`config.mk`:
```
export PLATFORM = sky130hd
export DESIGN_NAME = lru_page_cache_tracker_flat
export DESIGN_NICKNAME = d
export VERILOG_FILES = /design/src/rtl/lpct_pkg.sv /design/src/rtl/lpct_in_if.sv /design/src/rtl/lpct_out_if.sv /design/src/rtl/lpct_ctrl.sv /design/src/rtl/lpct_dpath.sv /design/src/rtl/lru_page_cache_tracker.sv /design/src/flat_wrapper.sv
export VERILOG_INCLUDE_DIRS = /design/src /design/src/rtl
export SDC_FILE = /design/constraint.sdc
export NUM_CORES = 1
export LEC_CHECK = 0
export ABC_CLOCK_PERIOD_IN_PS = 7650
export BUFFER_PORTS_ARGS = -buffer_cell sky130_fd_sc_hd__buf_2
export CORE_MARGIN = 2
export CORE_UTILIZATION = 60
export CTS_CLUSTER_SIZE = 24
export DETAILED_ROUTE_END_ITERATION = 10
export GPL_ROUTABILITY_DRIVEN = 0
export PLACE_DENSITY = 0.77
export SLEW_MARGIN = 20
export SYNTH_ARGS = -nofsm -noshare
export SYNTH_HDL_FRONTEND = slang
export SYNTH_SLANG_ARGS = --single-unit
```
`constraint.sdc`:
```
create_clock -name clk -period 7.65 [get_ports clk]
set_input_delay 0 -clock clk [delete_from_list [all_inputs] [get_ports clk]]
set_output_delay 0 -clock clk [all_outputs]
set_load 0.01 [all_outputs]
```
`src/rtl/assert_macros.svh`:
```
// Assertion macros shared by the RTL.
// Build with NO_ASSERTIONS defined to drop every check.
`ifndef ASSERT_MACROS_SVH
`define ASSERT_MACROS_SVH

`ifndef NO_ASSERTIONS

// Checked at every rising edge outside reset.
`define ASSERT_CLK(lbl, clk, rstn, prop, msg) \
  lbl: assert property (@(posedge clk) disable iff (!(rstn)) (prop)) else $error(msg);

// Checked at every rising edge, reset included.
`define ASSERT_ALWAYS(lbl, clk, prop, msg) \
  lbl: assert property (@(posedge clk) (prop)) else $error(msg);

`else

`define ASSERT_CLK(lbl, clk, rstn, prop, msg)
`define ASSERT_ALWAYS(lbl, clk, prop, msg)

`endif

`endif

```
`src/rtl/lpct_pkg.sv`:
```
package lpct_pkg;

  // Fixed field widths
  localparam int CAP_W   = 5;
  localparam int PAGE_W  = 32;
  localparam int COUNT_W = 32;

  // Capacity after reset
  localparam logic [CAP_W-1:0] CAP_RESET = 5'd16;

  // Controller to datapath
  typedef struct packed {
    logic load;    // latch the incoming page
    logic lookup;  // compare all frames, pick the frame to promote
    logic commit;  // update ranks, pages, totals and the result register
  } lpct_cmd_t;

  // Datapath to controller
  typedef struct packed {
    logic out_free;  // result register empty or being drained this cycle
  } lpct_status_t;

endpackage

```
`src/rtl/lpct_in_if.sv`:
```
interface lpct_in_if;
  logic                          valid;
  logic                          ready;
  logic [lpct_pkg::PAGE_W-1:0]   page_number;

  modport source (output valid, output page_number, input ready);
  modport sink   (input valid, input page_number, output ready);
endinterface

```
`src/rtl/lpct_out_if.sv`:
```
interface lpct_out_if;
  logic                          valid;
  logic                          ready;
  logic                          hit;
  logic [lpct_pkg::COUNT_W-1:0]  hit_total;
  logic [lpct_pkg::COUNT_W-1:0]  miss_total;

  modport source (output valid, output hit, output hit_total, output miss_total,
                  input ready);
  modport sink   (input valid, input hit, input hit_total, input miss_total,
                  output ready);
endinterface

```
`src/rtl/lpct_ctrl.sv`:
```
`include "assert_macros.svh"

module lpct_ctrl (
  input  logic                    clk,
  input  logic                    rst_n,
  input  logic                    in_valid,
  output logic                    in_ready,
  input  lpct_pkg::lpct_status_t  st,
  output lpct_pkg::lpct_cmd_t     cmd
);

  typedef enum logic [1:0] {
    S_IDLE,
    S_LOOKUP,
    S_COMMIT
  } state_t;

  state_t state_r;
  state_t state_nxt;

  // A new beat is taken when idle, or in the same cycle the previous one commits
  always_comb begin
    in_ready   = (state_r == S_IDLE) || ((state_r == S_COMMIT) && st.out_free);
    cmd.load   = in_valid && in_ready;
    cmd.lookup = (state_r == S_LOOKUP);
    cmd.commit = (state_r == S_COMMIT) && st.out_free;
  end

  // Next state
  always_comb begin
    state_nxt = state_r;
    unique case (state_r)
      S_IDLE: begin
        if (cmd.load) state_nxt = S_LOOKUP;
      end
      S_LOOKUP: begin
        state_nxt = S_COMMIT;
      end
      S_COMMIT: begin
        if (st.out_free) state_nxt = cmd.load ? S_LOOKUP : S_IDLE;
      end
      default: begin
        state_nxt = S_IDLE;
      end
    endcase
  end

  always_ff @(posedge clk) begin
    if (!rst_n) begin
      state_r <= S_IDLE;
    end else begin
      state_r <= state_nxt;
    end
  end

  `ASSERT_CLK(a_lookup_then_commit, clk, rst_n,
    (state_r == S_LOOKUP) |=> (state_r == S_COMMIT), "lookup not followed by commit")
  `ASSERT_CLK(a_no_accept_in_lookup, clk, rst_n,
    (state_r == S_LOOKUP) |-> !in_ready, "beat accepted during lookup")
  `ASSERT_CLK(a_commit_after_lookup, clk, rst_n,
    cmd.commit |-> ($past(state_r) == S_LOOKUP || $past(state_r) == S_COMMIT),
    "commit without a lookup")

endmodule

```
`src/rtl/lpct_dpath.sv`:
```
`include "assert_macros.svh"

module lpct_dpath #(
  parameter int FRAMES    = 16,
  parameter int PAGE_BITS = 32
) (
  input  logic                             clk,
  input  logic                             rst_n,
  input  logic                             cfg_we,
  input  logic [lpct_pkg::CAP_W-1:0]       cfg_wdata,
  input  logic [lpct_pkg::PAGE_W-1:0]      page_in,
  input  lpct_pkg::lpct_cmd_t              cmd,
  output lpct_pkg::lpct_status_t           st,
  output logic                             out_valid,
  input  logic                             out_ready,
  output logic                             out_hit,
  output logic [lpct_pkg::COUNT_W-1:0]     out_hit_total,
  output logic [lpct_pkg::COUNT_W-1:0]     out_miss_total
);

  localparam int SW = (PAGE_BITS < lpct_pkg::PAGE_W) ? PAGE_BITS : lpct_pkg::PAGE_W;
  localparam int RW = (FRAMES > 1) ? $clog2(FRAMES) : 1;
  localparam int OW = $clog2(FRAMES + 1);

  // Frame contents: one cell per frame
  logic [SW-1:0]                  pages_r [FRAMES];
  logic [RW-1:0]                  rank_r  [FRAMES];
  logic [OW-1:0]                  occ_r;
  logic [lpct_pkg::CAP_W-1:0]     cap_r;
  logic [lpct_pkg::COUNT_W-1:0]   hits_r;
  logic [lpct_pkg::COUNT_W-1:0]   misses_r;

  // Current reference and lookup results
  logic [SW-1:0]                  page_r;
  logic [FRAMES-1:0]              sel_r;
  logic [RW-1:0]                  selrank_r;
  logic                           hit_r;
  logic [OW-1:0]                  occn_r;

  logic                           out_valid_r;
  logic                           out_hit_r;

  logic [FRAMES-1:0]              match;
  logic [FRAMES-1:0]              victim;
  logic                           hit_nxt;
  logic [OW-1:0]                  eff_cap;
  logic [RW-1:0]                  victim_rank;
  logic [RW-1:0]                  hit_rank;
  logic [OW-1:0]                  occ_miss;

  // Capacity clamped to 1..FRAMES
  always_comb begin
    int ci;
    ci = int'(cap_r);
    if (ci == 0) ci = 1;
    if (ci > FRAMES) ci = FRAMES;
    eff_cap = OW'(ci);
  end

  // Parallel compare over valid frames, plus victim choice on a miss
  always_comb begin
    if (occ_r >= eff_cap) begin
      victim_rank = RW'(eff_cap - OW'(1));
      occ_miss    = eff_cap;
    end else begin
      victim_rank = RW'(occ_r);
      occ_miss    = occ_r + OW'(1);
    end
    hit_rank = '0;
    for (int i = 0; i < FRAMES; i++) begin
      match[i]  = (32'(rank_r[i]) < 32'(occ_r)) && (pages_r[i] == page_r);
      victim[i] = (rank_r[i] == victim_rank);
      hit_rank  = hit_rank | (match[i] ? rank_r[i] : '0);
    end
    hit_nxt = |match;
  end

  // Config register and reference latch
  always_ff @(posedge clk) begin
    if (!rst_n) begin
      cap_r <= lpct_pkg::CAP_RESET;
    end else if (cfg_we) begin
      cap_r <= cfg_wdata;
    end
  end

  always_ff @(posedge clk) begin
    if (cmd.load) page_r <= page_in[SW-1:0];
  end

  // Lookup stage registers
  always_ff @(posedge clk) begin
    if (cmd.lookup) begin
      sel_r     <= hit_nxt ? match : victim;
      selrank_r <= hit_nxt ? hit_rank : victim_rank;
      hit_r     <= hit_nxt;
      occn_r    <= hit_nxt ? occ_r : occ_miss;
    end
  end

  // Recency cells: promote the selected frame, shift younger ones down
  always_ff @(posedge clk) begin
    if (!rst_n) begin
      for (int i = 0; i < FRAMES; i++) rank_r[i] <= RW'(i);
      occ_r    <= '0;
      hits_r   <= '0;
      misses_r <= '0;
    end else if (cmd.commit) begin
      for (int i = 0; i < FRAMES; i++) begin
        if (sel_r[i]) begin
          rank_r[i] <= '0;
        end else if (rank_r[i] < selrank_r) begin
          rank_r[i] <= rank_r[i] + RW'(1);
        end
      end
      occ_r <= occn_r;
      if (hit_r) begin
        hits_r <= hits_r + lpct_pkg::COUNT_W'(1);
      end else begin
        misses_r <= misses_r + lpct_pkg::COUNT_W'(1);
      end
    end
  end

  // Page write into the chosen frame on a miss
  always_ff @(posedge clk) begin
    if (cmd.commit && !hit_r) begin
      for (int i = 0; i < FRAMES; i++) begin
        if (sel_r[i]) pages_r[i] <= page_r;
      end
    end
  end

  // Result register
  always_ff @(posedge clk) begin
    if (!rst_n) begin
      out_valid_r <= 1'b0;
    end else if (cmd.commit) begin
      out_valid_r <= 1'b1;
    end else if (out_ready) begin
      out_valid_r <= 1'b0;
    end
  end

  always_ff @(posedge clk) begin
    if (cmd.commit) out_hit_r <= hit_r;
  end

  assign st.out_free     = !out_valid_r || out_ready;
  assign out_valid       = out_valid_r;
  assign out_hit         = out_hit_r;
  assign out_hit_total   = hits_r;
  assign out_miss_total  = misses_r;

  `ASSERT_CLK(a_sel_onehot, clk, rst_n,
    cmd.commit |-> $onehot(sel_r), "commit without exactly one selected frame")
  `ASSERT_CLK(a_occ_bound, clk, rst_n,
    32'(occ_r) <= FRAMES, "occupancy beyond frame count")
  `ASSERT_CLK(a_commit_counts, clk, rst_n,
    cmd.commit |=> ($countones({hits_r != $past(hits_r), misses_r != $past(misses_r)}) == 1),
    "commit must bump exactly one total")

endmodule

```
`src/rtl/lru_page_cache_tracker.sv`:
```
// Fully associative page cache tracker with least-recently-used replacement.
// in_ch   : one beat per page reference (page_number, 32 bits; only the low
//           PAGE_BITS bits are compared and stored).
// out_ch  : one beat per reference: hit flag plus running hit and miss
//           totals (32 bits, wrapping).
// cfg_we / cfg_wdata : capacity write (1..16, zero acts as 1, values above
//           FRAMES act as FRAMES). Write only while the block is idle.
// Timing  : a reference is compared against every frame in parallel in the
//           cycle after it is accepted, and committed once the result register
//           is free, which loads the result register. The recency ranks are
//           updated in the commit cycle and the next lookup needs them, so a
//           new reference is accepted only while idle or in a commit cycle.
// Stall   : the result register holds a finished beat while out_ch is
//           stalled; the next reference is still accepted and looked up, and
//           it waits in the commit step until the result register drains.
// Reset   : rst_n (synchronous, active low) empties the cache, clears both
//           totals and sets capacity to 16; no clearing pass is needed.
module lru_page_cache_tracker #(
  parameter int FRAMES    = 16,
  parameter int PAGE_BITS = 32
) (
  input  logic                          clk,
  input  logic                          rst_n,
  lpct_in_if.sink                       in_ch,
  lpct_out_if.source                    out_ch,
  input  logic                          cfg_we,
  input  logic [lpct_pkg::CAP_W-1:0]    cfg_wdata
);

  lpct_pkg::lpct_cmd_t     cmd;
  lpct_pkg::lpct_status_t  st;

  lpct_ctrl u_ctrl (
    .clk      (clk),
    .rst_n    (rst_n),
    .in_valid (in_ch.valid),
    .in_ready (in_ch.ready),
    .st       (st),
    .cmd      (cmd)
  );

  lpct_dpath #(
    .FRAMES    (FRAMES),
    .PAGE_BITS (PAGE_BITS)
  ) u_dpath (
    .clk            (clk),
    .rst_n          (rst_n),
    .cfg_we         (cfg_we),
    .cfg_wdata      (cfg_wdata),
    .page_in        (in_ch.page_number),
    .cmd            (cmd),
    .st             (st),
    .out_valid      (out_ch.valid),
    .out_ready      (out_ch.ready),
    .out_hit        (out_ch.hit),
    .out_hit_total  (out_ch.hit_total),
    .out_miss_total (out_ch.miss_total)
  );

endmodule
```
`src/flat_wrapper.sv`:
```
// flat-port wrapper written by rule: the top's interface ports become plain ports
module lru_page_cache_tracker_flat 
#(
  parameter int FRAMES    = 16,
  parameter int PAGE_BITS = 32
)
  (clk, rst_n, cfg_we, cfg_wdata, in_ch_valid, in_ch_page_number, in_ch_ready, out_ch_valid, out_ch_hit, out_ch_hit_total, out_ch_miss_total, out_ch_ready);
  lpct_in_if in_ch_i ();
  lpct_out_if out_ch_i ();
  input  logic clk;
  input  logic rst_n;
  input  logic cfg_we;
  input  logic [lpct_pkg::CAP_W-1:0] cfg_wdata;
  input wire logic [$bits(in_ch_i.valid)-1:0] in_ch_valid;
  input wire logic [$bits(in_ch_i.page_number)-1:0] in_ch_page_number;
  output wire logic [$bits(in_ch_i.ready)-1:0] in_ch_ready;
  output wire logic [$bits(out_ch_i.valid)-1:0] out_ch_valid;
  output wire logic [$bits(out_ch_i.hit)-1:0] out_ch_hit;
  output wire logic [$bits(out_ch_i.hit_total)-1:0] out_ch_hit_total;
  output wire logic [$bits(out_ch_i.miss_total)-1:0] out_ch_miss_total;
  input wire logic [$bits(out_ch_i.ready)-1:0] out_ch_ready;
  assign in_ch_i.valid = in_ch_valid;
  assign in_ch_i.page_number = in_ch_page_number;
  assign in_ch_ready = in_ch_i.ready;
  assign out_ch_valid = out_ch_i.valid;
  assign out_ch_hit = out_ch_i.hit;
  assign out_ch_hit_total = out_ch_i.hit_total;
  assign out_ch_miss_total = out_ch_i.miss_total;
  assign out_ch_i.ready = out_ch_ready;
  lru_page_cache_tracker #(.FRAMES(FRAMES), .PAGE_BITS(PAGE_BITS)) u_core (.clk(clk), .rst_n(rst_n), .in_ch(in_ch_i), .out_ch(out_ch_i), .cfg_we(cfg_we), .cfg_wdata(cfg_wdata));
endmodule
```
==> impl_metrics.csv <==
group,metric,value,unit
place,portBuffers,108,
cts,clockBufferDepth,3,
synth,syn-cell-area,33600,um^2
synth,synth_top_family_by_area,"XOR/XNOR gates",
global_routing,grt.overflow.total,0,
synth,avgSynthCellArea,13.8,um^2
die,start_util,60.9,%
final_layout,syn_to_final_growth,12.8,%
sta,setup_viol,0,
cts,path_clk_slew,0.06,ns
sta,clock_skew,0.0342,ns
setup_path,startpoint_type,"flop",
synth,synth-xor-area-share,17.1,%
cts,cts_buffers,74,
cts,cts_sinks,712,
cts,htree_levels,3,
synth,synthSimpleGateAreaFrac,9.66,%
sta,period_minus_slack,4.30,ns
synth,synthAdderAreaFrac,4.50,%
cts,postCtsSetupBuffers,0,
routing,dr.pass1.iters,6,
cts,clk_latency,0.63,ns
routing,drtAntennaViolNets,0,
die,die-width,241,um
global_routing,grt_max_degree,87,
synth,synthMuxAreaShare,0.372,%
die,core.rowCount,86,
die,ioPinCount,109,
sta,hold_viol_final,0,
synth,synth_edf_count,635,
sta,drv_slew,0,
routing,drtIter0Drc,2167,
sta,relSlewSlack,22.5,%
sta,worst_pin_slew,1.16,ns
synth,synth-seq-area-share,61.3,%
synth,synth_seq_cells,712,
setup_path,critPathKind,"reg2reg",
final_layout,n_fill_cell,3775,
routing,wire_per_inst,24.2,um
synth,yosysWarnings,0,
global_routing,grt_pass1_vias,20649,
synth,synth_top_flop_cell,"edfxtp_1",
setup_path,crit_fanout,20,
sta,finalSetupTns,0,ns
synth,synth.distinct_cells,56,
sta,hold_ws,0.0860,ns
synth,synth_fp_nets,2605,
routing,drt-total-wl,83600,um
power_and_ir_drop,p_per_area,229,nW/um^2
final_layout,final_nets,2805,
cts,cts_tree,"built",
final_layout,num_antenna_cells,0,
worst_hold_path,hp-class,"in2reg",
power_and_ir_drop,leakagePower,13.0,nW
power_and_ir_drop,fin_total_pwr,8.68,mW
synth,synth_compound_area_share,4.81,%
final_layout,drive_gt1_share,11.1,%
global_routing,antenna_found_initial,0,
setup_path,critical_path_required,8.00,ns
sta,fmax,232,MHz
die,dieArea,57900,um^2
synth,async_flop_share,0,%
setup_path,worstPathArrival,4.65,ns
die,die_h,241,um
synth,yosysTopAreaCell,"edfxtp_1",
sta,post-route-period-util,56.3,%
setup_path,crit_path_end_kind,"flop",
global_routing,track_usage,29.2,%
sta,rsz0062_at_grt,"false",
routing,drcViolationCount,0,
routing,route.vias.total,21044,
place,dp.final_hpwl,50100,um
synth,synthCells,2442,
synth,synthTopCellsByArea,"edfxtp_1 57%, xnor2_1 14%, dfxtp_1 4.6%",
final_layout,post-route-util,68.7,%
cts,hold_buffers,47,
run_status,status,"complete, no violations",
die,core-area,55200,um^2
job,maxCapViolations,0,
cts,cts_resized,0,
cts,cts_root_buffer,"clkbuf_16",
power_and_ir_drop,peakVddDrop,228,uV
synth,synth_top_area_share,56.7,%
routing,drt-vias-per-instance,6.10,
global_routing,grt_pass1_wl,125000,um
-- cell type report --
class	instances	area, um^2	area share, %
tap	748	936	2.47
inverter	32	120	0.317
clock buffer	95	1990	5.25
timing repair buffer	224	1530	4.03
multi-input combinational	1598	12300	32.4
sequential	712	20600	54.3
clock inverter	43	464	1.22
-- power breakdown --
part           switching (mW)  internal [mW]  leakage (nW)  total (mW)
sequential             0.0851           4.31          6.41        4.39
combinational           0.399          0.267          5.44       0.666
clock                    1.52           2.10          1.19        3.62
total                    2.00           6.68          13.0        8.68
-- routing by layer --
metal	vias up	routed length [um]	global-route usage (%)
met5	-	0	0
met4	0	3150	10.9
met3	208	6910	5.11
met2	970	39100	46.3
met1	10497	34400	40.7
li1	9369	-	-
-- Yosys cell counts, types with 13 or more instances --
library cell	number
edfxtp_1	635
xnor2_1	540
nand4_1	129
ha_1	121
xor2_1	116
nand2_1	81
dfxtp_1	77
nor2_1	75
buf_4	64
nand3_1	58
and2_1	49
o21ai_0	47
nor4_1	43
nand2b_1	36
and3_1	35
inv_1	31
a21o_1	29
a21oi_1	27
clkbuf_1	27
a22oi_1	25
nor2b_1	24
a21boi_0	22
nor3_1	18
a41o_1	16
or3_1	15
a211oi_1	14
o311a_1	13
-- path summary, 6_finish.rpt --
path / start / endpoint / slack [ns] / depth (start not counted)
max: u_core.u_dpath.occ_r[0] / u_core.u_dpath.sel_r[15] / 3.35 / 11
min: in_ch_page_number[20] / u_core.u_dpath.page_r[20] / 0.09 / 2
max reg2reg: u_core.u_dpath.occ_r[0] / u_core.u_dpath.sel_r[15] / 3.35 / 11
min reg2reg: u_core.u_dpath.out_miss_total[30] / u_core.u_dpath.out_miss_total[30] / 0.51 / 2
-- worst max-delay path, cell delays in order (launching register included) --
cell      delay [ns]
dfxtp_1         1.09
inv_1           0.34
ha_1            0.39
nand2b_1        0.14
a21o_1          0.17
a21oi_1         0.16
o21a_1          0.58
mux2i_2         0.27
buf_4           0.38
xnor2_1         0.19
nor2_1          0.08
a41o_1          0.23
-- cells by family after synthesis --
group	count (synthesis)
DFF	712
xor gates and xnor gates	656
and+or+nand+nor	584
AOI/OAI and AO/OA	225
buffers and inverters	132
adders and majority gates	121
muxes	12
-- stage by stage --
step / cells / instance area [um^2] / worst slack (ns)
5_1_grt: 3452 / 37900 / 3.21
2_1_floorplan: 2442 / 33600 / 4.10
3_3_place_gp: 3267 / 35000 / 3.55
3_5_place_dp: 3267 / 35000 / 3.48
4_1_cts: 3452 / 37900 / 3.41
6_report: 3452 / 37900 / 3.35
-- state kept, by name (all words and copies together) (netlist names) --
register	cells
u_core.u_dpath.cap_r	5
u_core.u_dpath.occ_r	5
u_core.u_dpath.out_miss_total	32
u_core.u_dpath.hit_r	1
u_core.u_dpath.out_hit_total	32
u_core.u_ctrl.state_r	2
u_core.u_dpath.sel_r	16
u_core.u_dpath.out_hit	1
u_core.u_dpath.pages_r	512
u_core.u_dpath.out_valid	1
u_core.u_dpath.occn_r	5
u_core.u_dpath.page_r	32
u_core.u_dpath.rank_r	64
u_core.u_dpath.selrank_r	4
-- placed cells by master, fill, tap and decap left out, types with 5 or more instances in the layout --
cell             n
edfxtp_1       635
xnor2_1        540
nand4_1        129
ha_1           121
xor2_1         116
buf_2          108
nand2_1         81
dfxtp_1         77
clkbuf_16       75
nor2_1          74
buf_4           69
nand3_1         58
and2_1          48
o21ai_0         47
dlygate4sd3_1   47
nor4_1          42
nand2b_1        36
and3_1          35
inv_1           31
a21o_1          29
a21oi_1         27
a22oi_1         25
nor2b_1         23
a21boi_0        22
nor3_1          18
clkinv_1        17
a41o_1          16
clkbuf_1        16
or3_1           15
a211oi_1        14
o311a_1         13
clkinv_2         9
a222oi_1         8
mux2i_1          7
and4_1           7
bufinv_16        7
a2111oi_0        5
No activity file was read; power rests on OpenSTA's default activity.
